--- src/hdl/alkd_pkg.sv ---
package alkd_pkg;

	// number of adc channels in the round robin; channel 0 carries the keypad
	localparam int unsigned CHANNELS = 4;
	// stored auxiliary channels (channels 1 to 3)
	localparam int unsigned AUX_DEPTH = 3;

	localparam int unsigned SAMPLE_W = 10;
	localparam int unsigned CH_W     = 2;
	localparam int unsigned BTN_W    = 3;
	localparam int unsigned KIND_W   = 2;
	localparam int unsigned IDX_W    = 2;
	localparam int unsigned COUNT_W  = 11;
	localparam int unsigned REG_W    = 10;
	localparam int unsigned REGIDX_W = 3;

	localparam logic [COUNT_W-1:0]  COUNT_MAX = '1;
	localparam logic [SAMPLE_W-1:0] AUX_RESET = '1;

	typedef logic [SAMPLE_W-1:0] sample_t;
	typedef logic [CH_W-1:0]     chan_t;
	typedef logic [COUNT_W-1:0]  count_t;

	typedef enum logic [KIND_W-1:0] {
		KIND_SAMPLE   = 2'd0,
		KIND_READ_BTN = 2'd1,
		KIND_READ_AUX = 2'd2,
		KIND_UNUSED   = 2'd3
	} kind_t;

	typedef enum logic [BTN_W-1:0] {
		KEY_NONE  = 3'd0,
		KEY_RIGHT = 3'd1,
		KEY_UP    = 3'd2,
		KEY_DOWN  = 3'd3,
		KEY_LEFT  = 3'd4,
		KEY_ENTER = 3'd5
	} button_t;

	typedef enum logic [REGIDX_W-1:0] {
		REG_THRESHOLD   = 3'd0,
		REG_LIMIT_RIGHT = 3'd1,
		REG_LIMIT_UP    = 3'd2,
		REG_LIMIT_DOWN  = 3'd3,
		REG_LIMIT_LEFT  = 3'd4,
		REG_LIMIT_ENTER = 3'd5
	} reg_index_t;

	typedef struct packed {
		sample_t threshold;
		sample_t limit_right;
		sample_t limit_up;
		sample_t limit_down;
		sample_t limit_left;
		sample_t limit_enter;
	} cfg_t;

	typedef struct packed {
		kind_t               kind;
		sample_t             sample;
		logic [IDX_W-1:0]    read_index;
	} item_t;

	typedef struct packed {
		button_t button;
		sample_t aux_value;
		chan_t   next_channel;
	} result_t;

endpackage

--- src/hdl/adc_ladder_keypad_decoder.sv ---
// an accepted word is held in the input register, then in the result register
// throughput: one word per cycle, held up only by back-pressure from the result side
// reset (arst_n, asynchronous, active low): channel 0, debounce count 0, no button latched,
// processed flag clear, stored channel samples 1023, band limits and threshold to defaults
module adc_ladder_keypad_decoder (
	input  logic        clk,
	input  logic        arst_n,
	// configuration write port
	input  logic        cfg_we,
	input  logic [2:0]  cfg_index,
	input  logic [9:0]  cfg_data,
	// input words
	input  logic        s_tvalid,
	output logic        s_tready,
	input  logic [15:0] s_tdata,   // sample[9:0], read_index[11:10], zero pad[15:12]
	input  logic [1:0]  s_tuser,   // kind[1:0]
	// result words
	output logic        m_tvalid,
	input  logic        m_tready,
	output logic [15:0] m_tdata    // button[2:0], aux_value[12:3], next_channel[14:13], pad
);
	import alkd_pkg::*;

	cfg_t    cfg_q;
	item_t   item_s1;
	logic    valid_s1;
	result_t result_s2;
	logic    valid_s2;

	result_t result;
	button_t band;
	logic    advance;

	// configuration registers; user writes only while idle, the block does not enforce this
	always_ff @(posedge clk or negedge arst_n) begin
		if (!arst_n) begin
			cfg_q.threshold   <= sample_t'(280);
			cfg_q.limit_right <= sample_t'(50);
			cfg_q.limit_up    <= sample_t'(195);
			cfg_q.limit_down  <= sample_t'(380);
			cfg_q.limit_left  <= sample_t'(555);
			cfg_q.limit_enter <= sample_t'(790);
		end else if (cfg_we) begin
			case (cfg_index)
				REG_THRESHOLD:   cfg_q.threshold   <= cfg_data;
				REG_LIMIT_RIGHT: cfg_q.limit_right <= cfg_data;
				REG_LIMIT_UP:    cfg_q.limit_up    <= cfg_data;
				REG_LIMIT_DOWN:  cfg_q.limit_down  <= cfg_data;
				REG_LIMIT_LEFT:  cfg_q.limit_left  <= cfg_data;
				REG_LIMIT_ENTER: cfg_q.limit_enter <= cfg_data;
				default: ;  // indexes beyond the register list are ignored
			endcase
		end
	end

	// the held word moves into the result register whenever that register is
	// empty or being drained; the decoder state updates on the same edge
	assign advance  = valid_s1 && (!valid_s2 || m_tready);
	assign s_tready = !valid_s1 || advance;

	// input register
	always_ff @(posedge clk or negedge arst_n) begin
		if (!arst_n) begin
			valid_s1 <= 1'b0;
		end else if (s_tready) begin
			valid_s1 <= s_tvalid;
		end
	end

	always_ff @(posedge clk) begin
		if (s_tready && s_tvalid) begin
			item_s1.kind       <= kind_t'(s_tuser);
			item_s1.sample     <= s_tdata[SAMPLE_W-1:0];
			item_s1.read_index <= s_tdata[SAMPLE_W+IDX_W-1:SAMPLE_W];
		end
	end

	// band decode of the held sample
	alkd_classify u_classify (
		.sample (item_s1.sample),
		.cfg    (cfg_q),
		.band   (band)
	);

	// debounce, latch, channel round robin and stored samples
	alkd_core u_core (
		.clk       (clk),
		.arst_n    (arst_n),
		.advance   (advance),
		.item      (item_s1),
		.band      (band),
		.threshold (cfg_q.threshold),
		.result    (result)
	);

	// result register
	always_ff @(posedge clk or negedge arst_n) begin
		if (!arst_n) begin
			valid_s2 <= 1'b0;
		end else if (advance) begin
			valid_s2 <= 1'b1;
		end else if (m_tready) begin
			valid_s2 <= 1'b0;
		end
	end

	always_ff @(posedge clk) begin
		if (advance) begin
			result_s2 <= result;
		end
	end

	assign m_tvalid = valid_s2;
	assign m_tdata  = {1'b0, result_s2.next_channel, result_s2.aux_value, result_s2.button};

endmodule

--- src/hdl/alkd_classify.sv ---
module alkd_classify (
	input  alkd_pkg::sample_t sample,
	input  alkd_pkg::cfg_t    cfg,
	output alkd_pkg::button_t band
);
	import alkd_pkg::*;

	// first limit the sample sits below wins, even with limits out of order
	always_comb begin
		if (sample < cfg.limit_right) begin
			band = KEY_RIGHT;
		end else if (sample < cfg.limit_up) begin
			band = KEY_UP;
		end else if (sample < cfg.limit_down) begin
			band = KEY_DOWN;
		end else if (sample < cfg.limit_left) begin
			band = KEY_LEFT;
		end else if (sample < cfg.limit_enter) begin
			band = KEY_ENTER;
		end else begin
			band = KEY_NONE;
		end
	end

endmodule

--- src/hdl/alkd_core.sv ---
module alkd_core (
	input  logic              clk,
	input  logic              arst_n,
	input  logic              advance,
	input  alkd_pkg::item_t   item,
	input  alkd_pkg::button_t band,
	input  alkd_pkg::sample_t threshold,
	output alkd_pkg::result_t result
);
	import alkd_pkg::*;

	chan_t   chan_q;
	count_t  count_q;
	button_t latch_q;
	logic    processed_q;
	sample_t aux_q [AUX_DEPTH];

	chan_t   chan_d;
	count_t  count_d;
	count_t  count_inc;
	button_t latch_d;
	logic    processed_d;
	logic    aux_we;
	chan_t   aux_sel;
	sample_t aux_rd;
	logic    is_sample;

	assign is_sample = (item.kind == KIND_SAMPLE);
	assign count_inc = (count_q < COUNT_MAX) ? count_q + count_t'(1) : count_q;
	assign aux_sel   = chan_q - chan_t'(1);

	always_comb begin
		count_d     = count_q;
		latch_d     = latch_q;
		processed_d = processed_q;
		chan_d      = chan_q;
		aux_we      = 1'b0;
		case (item.kind)
			KIND_SAMPLE: begin
				if (chan_q == chan_t'(0)) begin
					if (band != KEY_NONE) begin
						if (count_inc > count_t'(threshold)) begin
							count_d     = '0;
							processed_d = 1'b0;
							latch_d     = band;
						end else begin
							count_d = count_inc;
						end
					end else begin
						count_d = '0;
						if (processed_q) begin
							latch_d = KEY_NONE;
						end
					end
				end else if (32'(chan_q) < CHANNELS && 32'(aux_sel) < AUX_DEPTH) begin
					aux_we = 1'b1;
				end
				if (32'(chan_q) + 32'd1 < CHANNELS) begin
					chan_d = chan_q + chan_t'(1);
				end else begin
					chan_d = '0;
				end
			end
			KIND_READ_BTN: begin
				if (latch_q != KEY_NONE) begin
					processed_d = 1'b1;
				end
			end
			default: ;
		endcase
	end

	always_comb begin
		case (item.read_index)
			2'd0:    aux_rd = aux_q[0];
			2'd1:    aux_rd = aux_q[1];
			2'd2:    aux_rd = aux_q[2];
			default: aux_rd = '0;
		endcase
	end

	assign result.button       = latch_d;
	assign result.aux_value    = (item.kind == KIND_READ_AUX) ? aux_rd : '0;
	assign result.next_channel = chan_d;

	always_ff @(posedge clk or negedge arst_n) begin
		if (!arst_n) begin
			chan_q      <= '0;
			count_q     <= '0;
			latch_q     <= KEY_NONE;
			processed_q <= 1'b0;
		end else if (advance) begin
			chan_q      <= chan_d;
			count_q     <= count_d;
			latch_q     <= latch_d;
			processed_q <= processed_d;
		end
	end

	// stored channel samples start out at full scale
	always_ff @(posedge clk or negedge arst_n) begin
		if (!arst_n) begin
			for (int i = 0; i < AUX_DEPTH; i++) begin
				aux_q[i] <= AUX_RESET;
			end
		end else if (advance && is_sample && aux_we) begin
			aux_q[aux_sel[IDX_W-1:0]] <= item.sample;
		end
	end

endmodule

--- config.mk ---
export PLATFORM = sky130hd
export DESIGN_NAME = adc_ladder_keypad_decoder
export DESIGN_NICKNAME = d
export VERILOG_FILES = /design/src/hdl/alkd_pkg.sv /design/src/hdl/adc_ladder_keypad_decoder.sv /design/src/hdl/alkd_classify.sv /design/src/hdl/alkd_core.sv
export SDC_FILE = /design/constraint.sdc
export NUM_CORES = 1
export LEC_CHECK = 0
export BUFFER_PORTS_ARGS = -buffer_cell sky130_fd_sc_hd__buf_2
export CELL_PAD_IN_SITES_DETAIL_PLACEMENT = 0
export CELL_PAD_IN_SITES_GLOBAL_PLACEMENT = 1
export CORE_MARGIN = 1.5
export CORE_UTILIZATION = 45
export DETAILED_ROUTE_END_ITERATION = 10
export PLACE_DENSITY = 0.82
export SLEW_MARGIN = 20
export SYNTH_ARGS = -nofsm -noshare
export SYNTH_HDL_FRONTEND = slang
export SYNTH_SLANG_ARGS = --single-unit
export TNS_END_PERCENT = 5
--- constraint.sdc ---
create_clock -name clk -period 5.35 [get_ports clk]
set_input_delay 0.535 -clock clk [delete_from_list [all_inputs] [get_ports clk]]
set_output_delay 0.535 -clock clk [all_outputs]
set_load 0.02 [all_outputs]
==> impl_results.md, run 1 <==
- Final setup viols: 0
- # clock sinks: 138
- Setup crit end kind: flop
- Worst Hold Class: input pin to async pin
- CP bufs+invs: 0
- Largest net degree at the start of global routing: 64
- Fin. max-slew vios: 0
- Crit Path Max Fanout: 9
- Family with the most delay on the worst path: simple AND/OR/NAND/NOR gates
- Fraction of registers with async set/reset: 78.99%
- Avg Cell Area, Syn: 11.00 sq um
- 1st-iter DRT viols: 300
- # resized after CTS: 0
- Lkg Pwr: 3.640 nW
- Slew margin rel.: 47.51%
- Pre-Repair DR Iteration Count: 4
- Vias in the first global route: 5043
- Mapped Nets: 753
- IO Count: 54
- Post-route ant nets: 0
- Post-synth EDFFs: 29
- Yosys reg bits: 138
- Slowest cell on the critical path: dfrtp_1
- WS Path Type: flop to flop
- Synth Cell Area: 7206 sq um
- Cell variety after synth: 59
- Commonest non-fill, non-tap cell in the layout: nand2_1
- Hold_buf cts: 0
- Final Skew: 0.009114 ns
- Pwr dens: 409.6 nW/um^2
- CTS tree: yes
- Worst path most repeated cell: nand4_1
- YS warnings: 0
- CP arrival: 3.68 ns
- IO buf count: 48
- Routed vias: 4958
- Max VDD drop: 314.6 uV
- Max Used Layer: met4
- Max Freq: 285.6 MHz
- Worst stage delay on the critical path: 0.48 ns
- RSZ-0062 raised after global routing: no
- Row Count: 46
- Clk_lat worst skew: 0.42 ns
- Max cap viols: 0
- Crit-path cells: and3_1 > nand2_1 > or3_1 > nand4_1 > nor2_1 > xor2_1 > ha_1 > nand4_1 > o21bai_1 > a31o_2 > o311ai_4 > o211ai_1 > a32o_1
- Die H: 129.5 microns
- Wire length on met2: 7313 microns
- Post-route clock period utilization: 65.45%
- Setup_tns: 0 ns
- GR Overflow Total: 0
- Final core utilization: 52.46%
- Share of layout cells above drive strength 1: 28.77%
- Fin. Hold Viols: 0
- Cts bufs inserted: 17
- WL met3: 500 microns
- Antenna fix cells: 0
- Post-synthesis cell count: 655
- CTS root buf: clkbuf_16
- Clock transition at the registers of the reported paths: 0.06 ns
- Overall routed net length: 15270 microns
- Initial Util: 45.69%
- Tmin final: 3.502 ns
- Met1 wire length: 7317 microns
- Die Wd: 129.5 microns
- Residual DRC: 0
- Status: complete, no violations
- Die Area: 16780 sq um
- WP data required: 5.52 ns
- Core Area: 15770 sq um
- Nets: 808
- Worst Setup Start Kind: flop
- Placer Congestion: 0.8455
- H-tree depth: 4
- Sequential area share after synthesis: 50.91%
- Commonest non-fill, non-tap cells in the layout: 71 x nand2_1, 66 x inv_1, 62 x ha_1, 56 x dfstp_2, 54 x mux2_2
- Top FF cell, synth: dfstp_2
- HPWL Detailed: 11020 microns
- Worst-case clock buffer depth: 2
- Postcts setup bufs: 0
- Hold slack: 0.1207 ns
- Initial antenna violation count: 0
- Total GRT Usage: 19.91%
- Layout area overhead: 14.81%
- DR WL/cell: 16.26 microns
- Vias/cell: 5.280
- First-pass GRT wire length: 25300 microns
- Least-Margin Pin Slew: 0.7874 ns
registers in the layout, summed over array words and instances, names as in the netlist:
name / cells
u_core.chan_q: 2
item_s1: 14
u_core.count_q: 11
u_core.aux_q: 30
u_core.processed_q: 1
m_tvalid: 1
m_tdata: 15
cfg_q: 60
valid_s1: 1
u_core.latch_q: 3
report_power, final:
group | leakage (nW) | total, W | switching, W | internal (W)
Combinational | 1.84 | 0.000755 | 0.000411 | 0.000344
Sequential | 1.53 | 0.00152 | 0.000124 | 0.00139
Clock | 0.274 | 0.00112 | 0.000472 | 0.000646
kinds of logic (layout without fill, tap and decap cells):
kind of cell	after synthesis	in the layout	share of synthesized area, %
buf+inv	82	150	4.341
xor+xnor	5	5	0.6077
compound gates	129	129	11.69
other cells	1	1	0.05204
fa+ha+maj	62	62	10.77
simple gates	173	173	11.67
mux	65	65	9.967
flops	138	138	50.91
Yosys cell counts, types with 2 or more instances:
cell type / n / area [sq um]
edfxtp_1: 29 / 870.8
nor4bb_1: 2 / 20.02
o21ai_0: 51 / 255.2
a22o_1: 5 / 43.79
a21oi_1: 24 / 120.1
a221o_1: 2 / 20.02
xnor2_1: 4 / 35.03
nand2b_1: 8 / 50.05
mux2_2: 54 / 608.1
a32o_1: 2 / 20.02
nor3_1: 6 / 30.03
nor2_1: 35 / 131.4
or2_2: 3 / 18.77
mux2i_1: 11 / 110.1
clkbuf_1: 13 / 48.80
a31oi_1: 2 / 12.51
nand3_1: 10 / 50.05
a21o_1: 2 / 15.01
a31o_2: 2 / 17.52
nand4_1: 10 / 62.56
o21a_1: 4 / 30.03
inv_1: 66 / 247.7
nand3b_1: 2 / 15.01
or3_4: 2 / 22.52
a41oi_1: 5 / 43.79
ha_1: 62 / 775.7
nand2_1: 71 / 266.5
o211ai_1: 3 / 22.52
o31ai_1: 3 / 22.52
or3_1: 4 / 25.02
and3_1: 2 / 12.51
dfstp_2: 56 / 1471
nor2b_1: 4 / 25.02
dfrtp_1: 53 / 1326
o2bb2ai_1: 3 / 26.28
a211oi_1: 10 / 75.07
and2_1: 8 / 50.05
per-stage QoR:
step,cell area [sq um],worst slack (ns),power [W],cells
6_report,8273,1.848,0.003389,939
5_1_grt,8273,1.607,0.003611,939
4_1_cts,8267,1.869,0.003420,939
3_5_place_dp,7701,1.880,0.002289,907
3_3_place_gp,7701,1.952,0.002234,907
2_1_floorplan,7206,2.237,0.002064,655
path summary, 6_finish.rpt:
path,start,end,slack [ns],cells past startpoint
worst max-delay path,u_core.count_q[3]$_DFFE_PN0P_,m_tdata[0]$_DFFE_PP_,1.85,13
worst min-delay path,arst_n,u_core.count_q[2]$_DFFE_PN0P_,0.12,1
worst max register to register,u_core.count_q[3]$_DFFE_PN0P_,m_tdata[0]$_DFFE_PP_,1.85,13
worst min register to register,valid_s1$_DFFE_PN0N_,m_tvalid$_DFFE_PN0P_,0.50,1
max in group asynchronous,arst_n,cfg_q[6]$_DFFE_PN0P_,4.01,2
min in group clk,s_tdata[5],item_s1[7]$_DFFE_PP_,0.28,1
metal layers:
metal / up-vias / GRT usage [%]
met2: 81 / 32.73
met5: - / 0
met4: 0 / 6.601
met1: 2432 / 26.22
li1: 2432 / -
met3: 13 / 4.418
area by class of cell:
class / instances / area (sq um)
fill: 1420 / 7497
sequential: 138 / 3669
multi-input combinational: 435 / 3248
clock buffer: 17 / 425.4
timing repair buffer: 52 / 272.8
tap: 216 / 270.3
inverter: 66 / 247.7
clock inverter: 15 / 140.1
No activity file was read; power rests on OpenSTA's default activity.
==> inputs of run 2 (changes only) <==
==> constraint.sdc (replaced) <==
create_clock -name clk -period 3.3 [get_ports clk]
set_input_delay 0.33 -clock clk [delete_from_list [all_inputs] [get_ports clk]]
set_output_delay 0.33 -clock clk [all_outputs]
set_load 0.02 [all_outputs]
==> impl_results.md, run 2 (synthesis results as in run 1) <==
- Status: complete, no violations
- Layout area overhead: 16.79%
- DR WL/cell: 16.89 microns (+3.8%)
- IO Count: 54 (unchanged)
- R2R depth: 14 (+1)
- Share of layout cells above drive strength 1: 30.57% (+1.8 points)
- Slew margin rel.: 31.21% (-16 points)
- R2r setup slk: 0.18 ns (-1.67 ns)
- Max cap viols: 0 (unchanged)
- Cts bufs inserted: 17 (unchanged)
- CP bufs+invs: 1 (+1)
- Fin. max-slew vios: 0 (unchanged)
- Switching power total: 0.001645 W (+63%)
- Final Skew: 0.008730 ns (-0.0003841 ns)
- Family with the most delay on the worst path: simple AND/OR/NAND/NOR gates
- Top reg by flops: cfg_q
- CP arrival: 3.48 ns (-0.20 ns)
- Row Count: 46 (unchanged)
- Fin. Hold Viols: 0 (unchanged)
- Post-route clock period utilization: 94.58% (+29 points)
- # clock sinks: 138 (unchanged)
- CTS tree: yes
- Antenna fix cells: 0 (unchanged)
- Core Area: 15770 sq um (unchanged)
- IO buf count: 48 (unchanged)
- HPWL Detailed: 11440 microns (+3.8%)
- Nets: 821 (+1.6%)
- Met2 usage: 34.64% (+1.9 points)
- Least-Margin Pin Slew: 1.026 ns (+0.2388 ns)
- Clock power frac: 33.4% (+0.4 points)
- Met1 GRT Util: 27.09% (+0.87 points)
- Pwr dens: 670.4 nW/um^2 (+64%)
- Internal power: 0.003997 W (+68%)
- Clk_lat worst skew: 0.43 ns (about the same)
- Worst path most repeated cell: nand4_1
- WS Path Type: flop to flop
- Commonest non-fill, non-tap cells in the layout: 70 x nand2_1, 66 x inv_1, 62 x ha_1, 56 x dfstp_2, 54 x mux2_2
- Total GRT Usage: 20.83% (+0.93 points)
- Worst stage delay on the critical path: 0.41 ns (-0.07 ns)
- Hold_buf cts: 0 (unchanged)
- Clock transition at the registers of the reported paths: 0.06 ns (about the same)
- CP Depth: 14 (+1)
- Slowest cell on the critical path: or3_1
- Die H: 129.5 microns (unchanged)
- Commonest non-fill, non-tap cell in the layout: nand2_1
- Busiest layer in global routing: met2
- Share of total power in sequential cells: 43.5% (-1.2 points)
- Crit-path cells: and3_4 > nand2_1 > or3_1 > nand4_1 > nor2_1 > xor2_1 > ha_1 > nand4_1 > o32ai_2 > a31o_2 > o311ai_4 > buf_4 > nor3b_1 > a221o_1
- Crit Path Max Fanout: 7 (-2)
- Final setup viols: 0 (unchanged)
- Routed vias: 5145 (+3.8%)
- Reg area: 3670 sq um (about the same)
- Worst Setup Start Kind: flop
- Area of the multi-input gates: 3257 sq um (+0.27%)
- 1st-iter DRT viols: 301 (+0.33%)
- Initial antenna violation count: 0 (unchanged)
- Hold slack: 0.05088 ns (-0.06983 ns)
- Pre-Repair DR Iteration Count: 5 (+1)
- Final core utilization: 53.36% (+0.90 points)
- Vias/cell: 5.404 (+2.4%)
- Initial Util: 45.69% (unchanged)
- Tmin final: 3.121 ns (-0.3806 ns)
- H-tree depth: 4 (unchanged)
- Max Freq: 320.4 MHz (+12%)
- Largest net degree at the start of global routing: 73 (+14%)
- Die Area: 16780 sq um (unchanged)
- Sw Ratio: 29.15% (-0.56 points)
- Overall routed net length: 16080 microns (+5.3%)
- Met3 usage: 4.872% (+0.45 points)
- Fillers: 1414 (-0.42%)
- Max VDD drop: 403.7 uV (+28%)
- Worst Hold Class: input pin to async pin
- First-pass GRT wire length: 26520 microns (+4.8%)
- Worst-case clock buffer depth: 2 (unchanged)
- Die Wd: 129.5 microns (unchanged)
- Setup crit end kind: flop
- CTS root buf: clkbuf_16
- GR Overflow Total: 0 (unchanged)
- Lkg Pwr: 3.710 nW (+1.9%)
- Residual DRC: 0 (unchanged)
- Largest register FFs: 60 (unchanged)
- Post-route ant nets: 0 (unchanged)
- Placer Congestion: 0.8505 (+0.59%)
- WP data required: 3.66 ns (-1.86 ns)
- Vias in the first global route: 5384 (+6.8%)
- Combinational share of power: 23.1% (+0.8 points)
run 2: worst paths after layout:
path | from | endpoint
max in group asynchronous | arst_n | u_core.aux_q[21]$_DFFE_PN1P_
min in group clk | s_tdata[6] | item_s1[8]$_DFFE_PP_
hold / removal | arst_n | u_core.count_q[8]$_DFFE_PN0P_
setup reg to reg | u_core.count_q[0]$_DFFE_PN0P_ | u_core.count_q[5]$_DFFE_PN0P_
hold reg to reg | cfg_q[6]$_DFFE_PN0P_ | cfg_q[6]$_DFFE_PN0P_
setup / recovery | u_core.count_q[0]$_DFFE_PN0P_ | u_core.count_q[5]$_DFFE_PN0P_
run 2: area by class of cell:
class                           instances  area share (%)
Clock inverter                         13           1.725
Tap cell                              216           3.211
Sequential cell                       138           43.61
Timing Repair Buffer                   65           4.550
Multi-Input combinational cell        435           38.70
Inverter                               66           2.944
Clock buffer                           19           5.263
run 2: per-layer routing:
metal | up-vias | wire, microns
met3 | 25 | 627
met1 | 2549 | 7330
met4 | 0 | 249
li1 | 2459 | -
met2 | 112 | 7866
met5 | - | 0
run 2: timing repair:
action                     in CTS  in global routing
resized for setup               0                  4
setup endpoints to repair       0                  9
setup buffers                   0                  5
run 2: power groups by stage:
| stage | logic, W | clock network, W | registers (W) |
|---|---|---|---|
| 2_1_floorplan | 0.000901 | 0 | 0.00244 |
| 3_3_place_gp | 0.00119 | 0 | 0.00246 |
| 3_5_place_dp | 0.00126 | 0 | 0.00248 |
| 4_1_cts | 0.00128 | 0.00191 | 0.00246 |
| 5_1_grt | 0.00149 | 0.00199 | 0.00250 |
| 6_report | 0.00130 | 0.00188 | 0.00246 |
run 2: per-stage QoR:
stage | total power, W | cells | setup slack, ns | setup TNS [ns] | cell area (sq um)
2_1_floorplan | 0.003346 | 655 | 0.1869 | 0 | 7206
3_3_place_gp | 0.003645 | 915 | 0.1892 | 0 | 7774
3_5_place_dp | 0.003748 | 915 | 0.1333 | 0 | 7774
4_1_cts | 0.005647 | 947 | 0.09404 | 0 | 8362
5_1_grt | 0.005982 | 952 | -0.003419 | -0.003419 | 8416
6_report | 0.005642 | 952 | 0.1789 | 0 | 8416
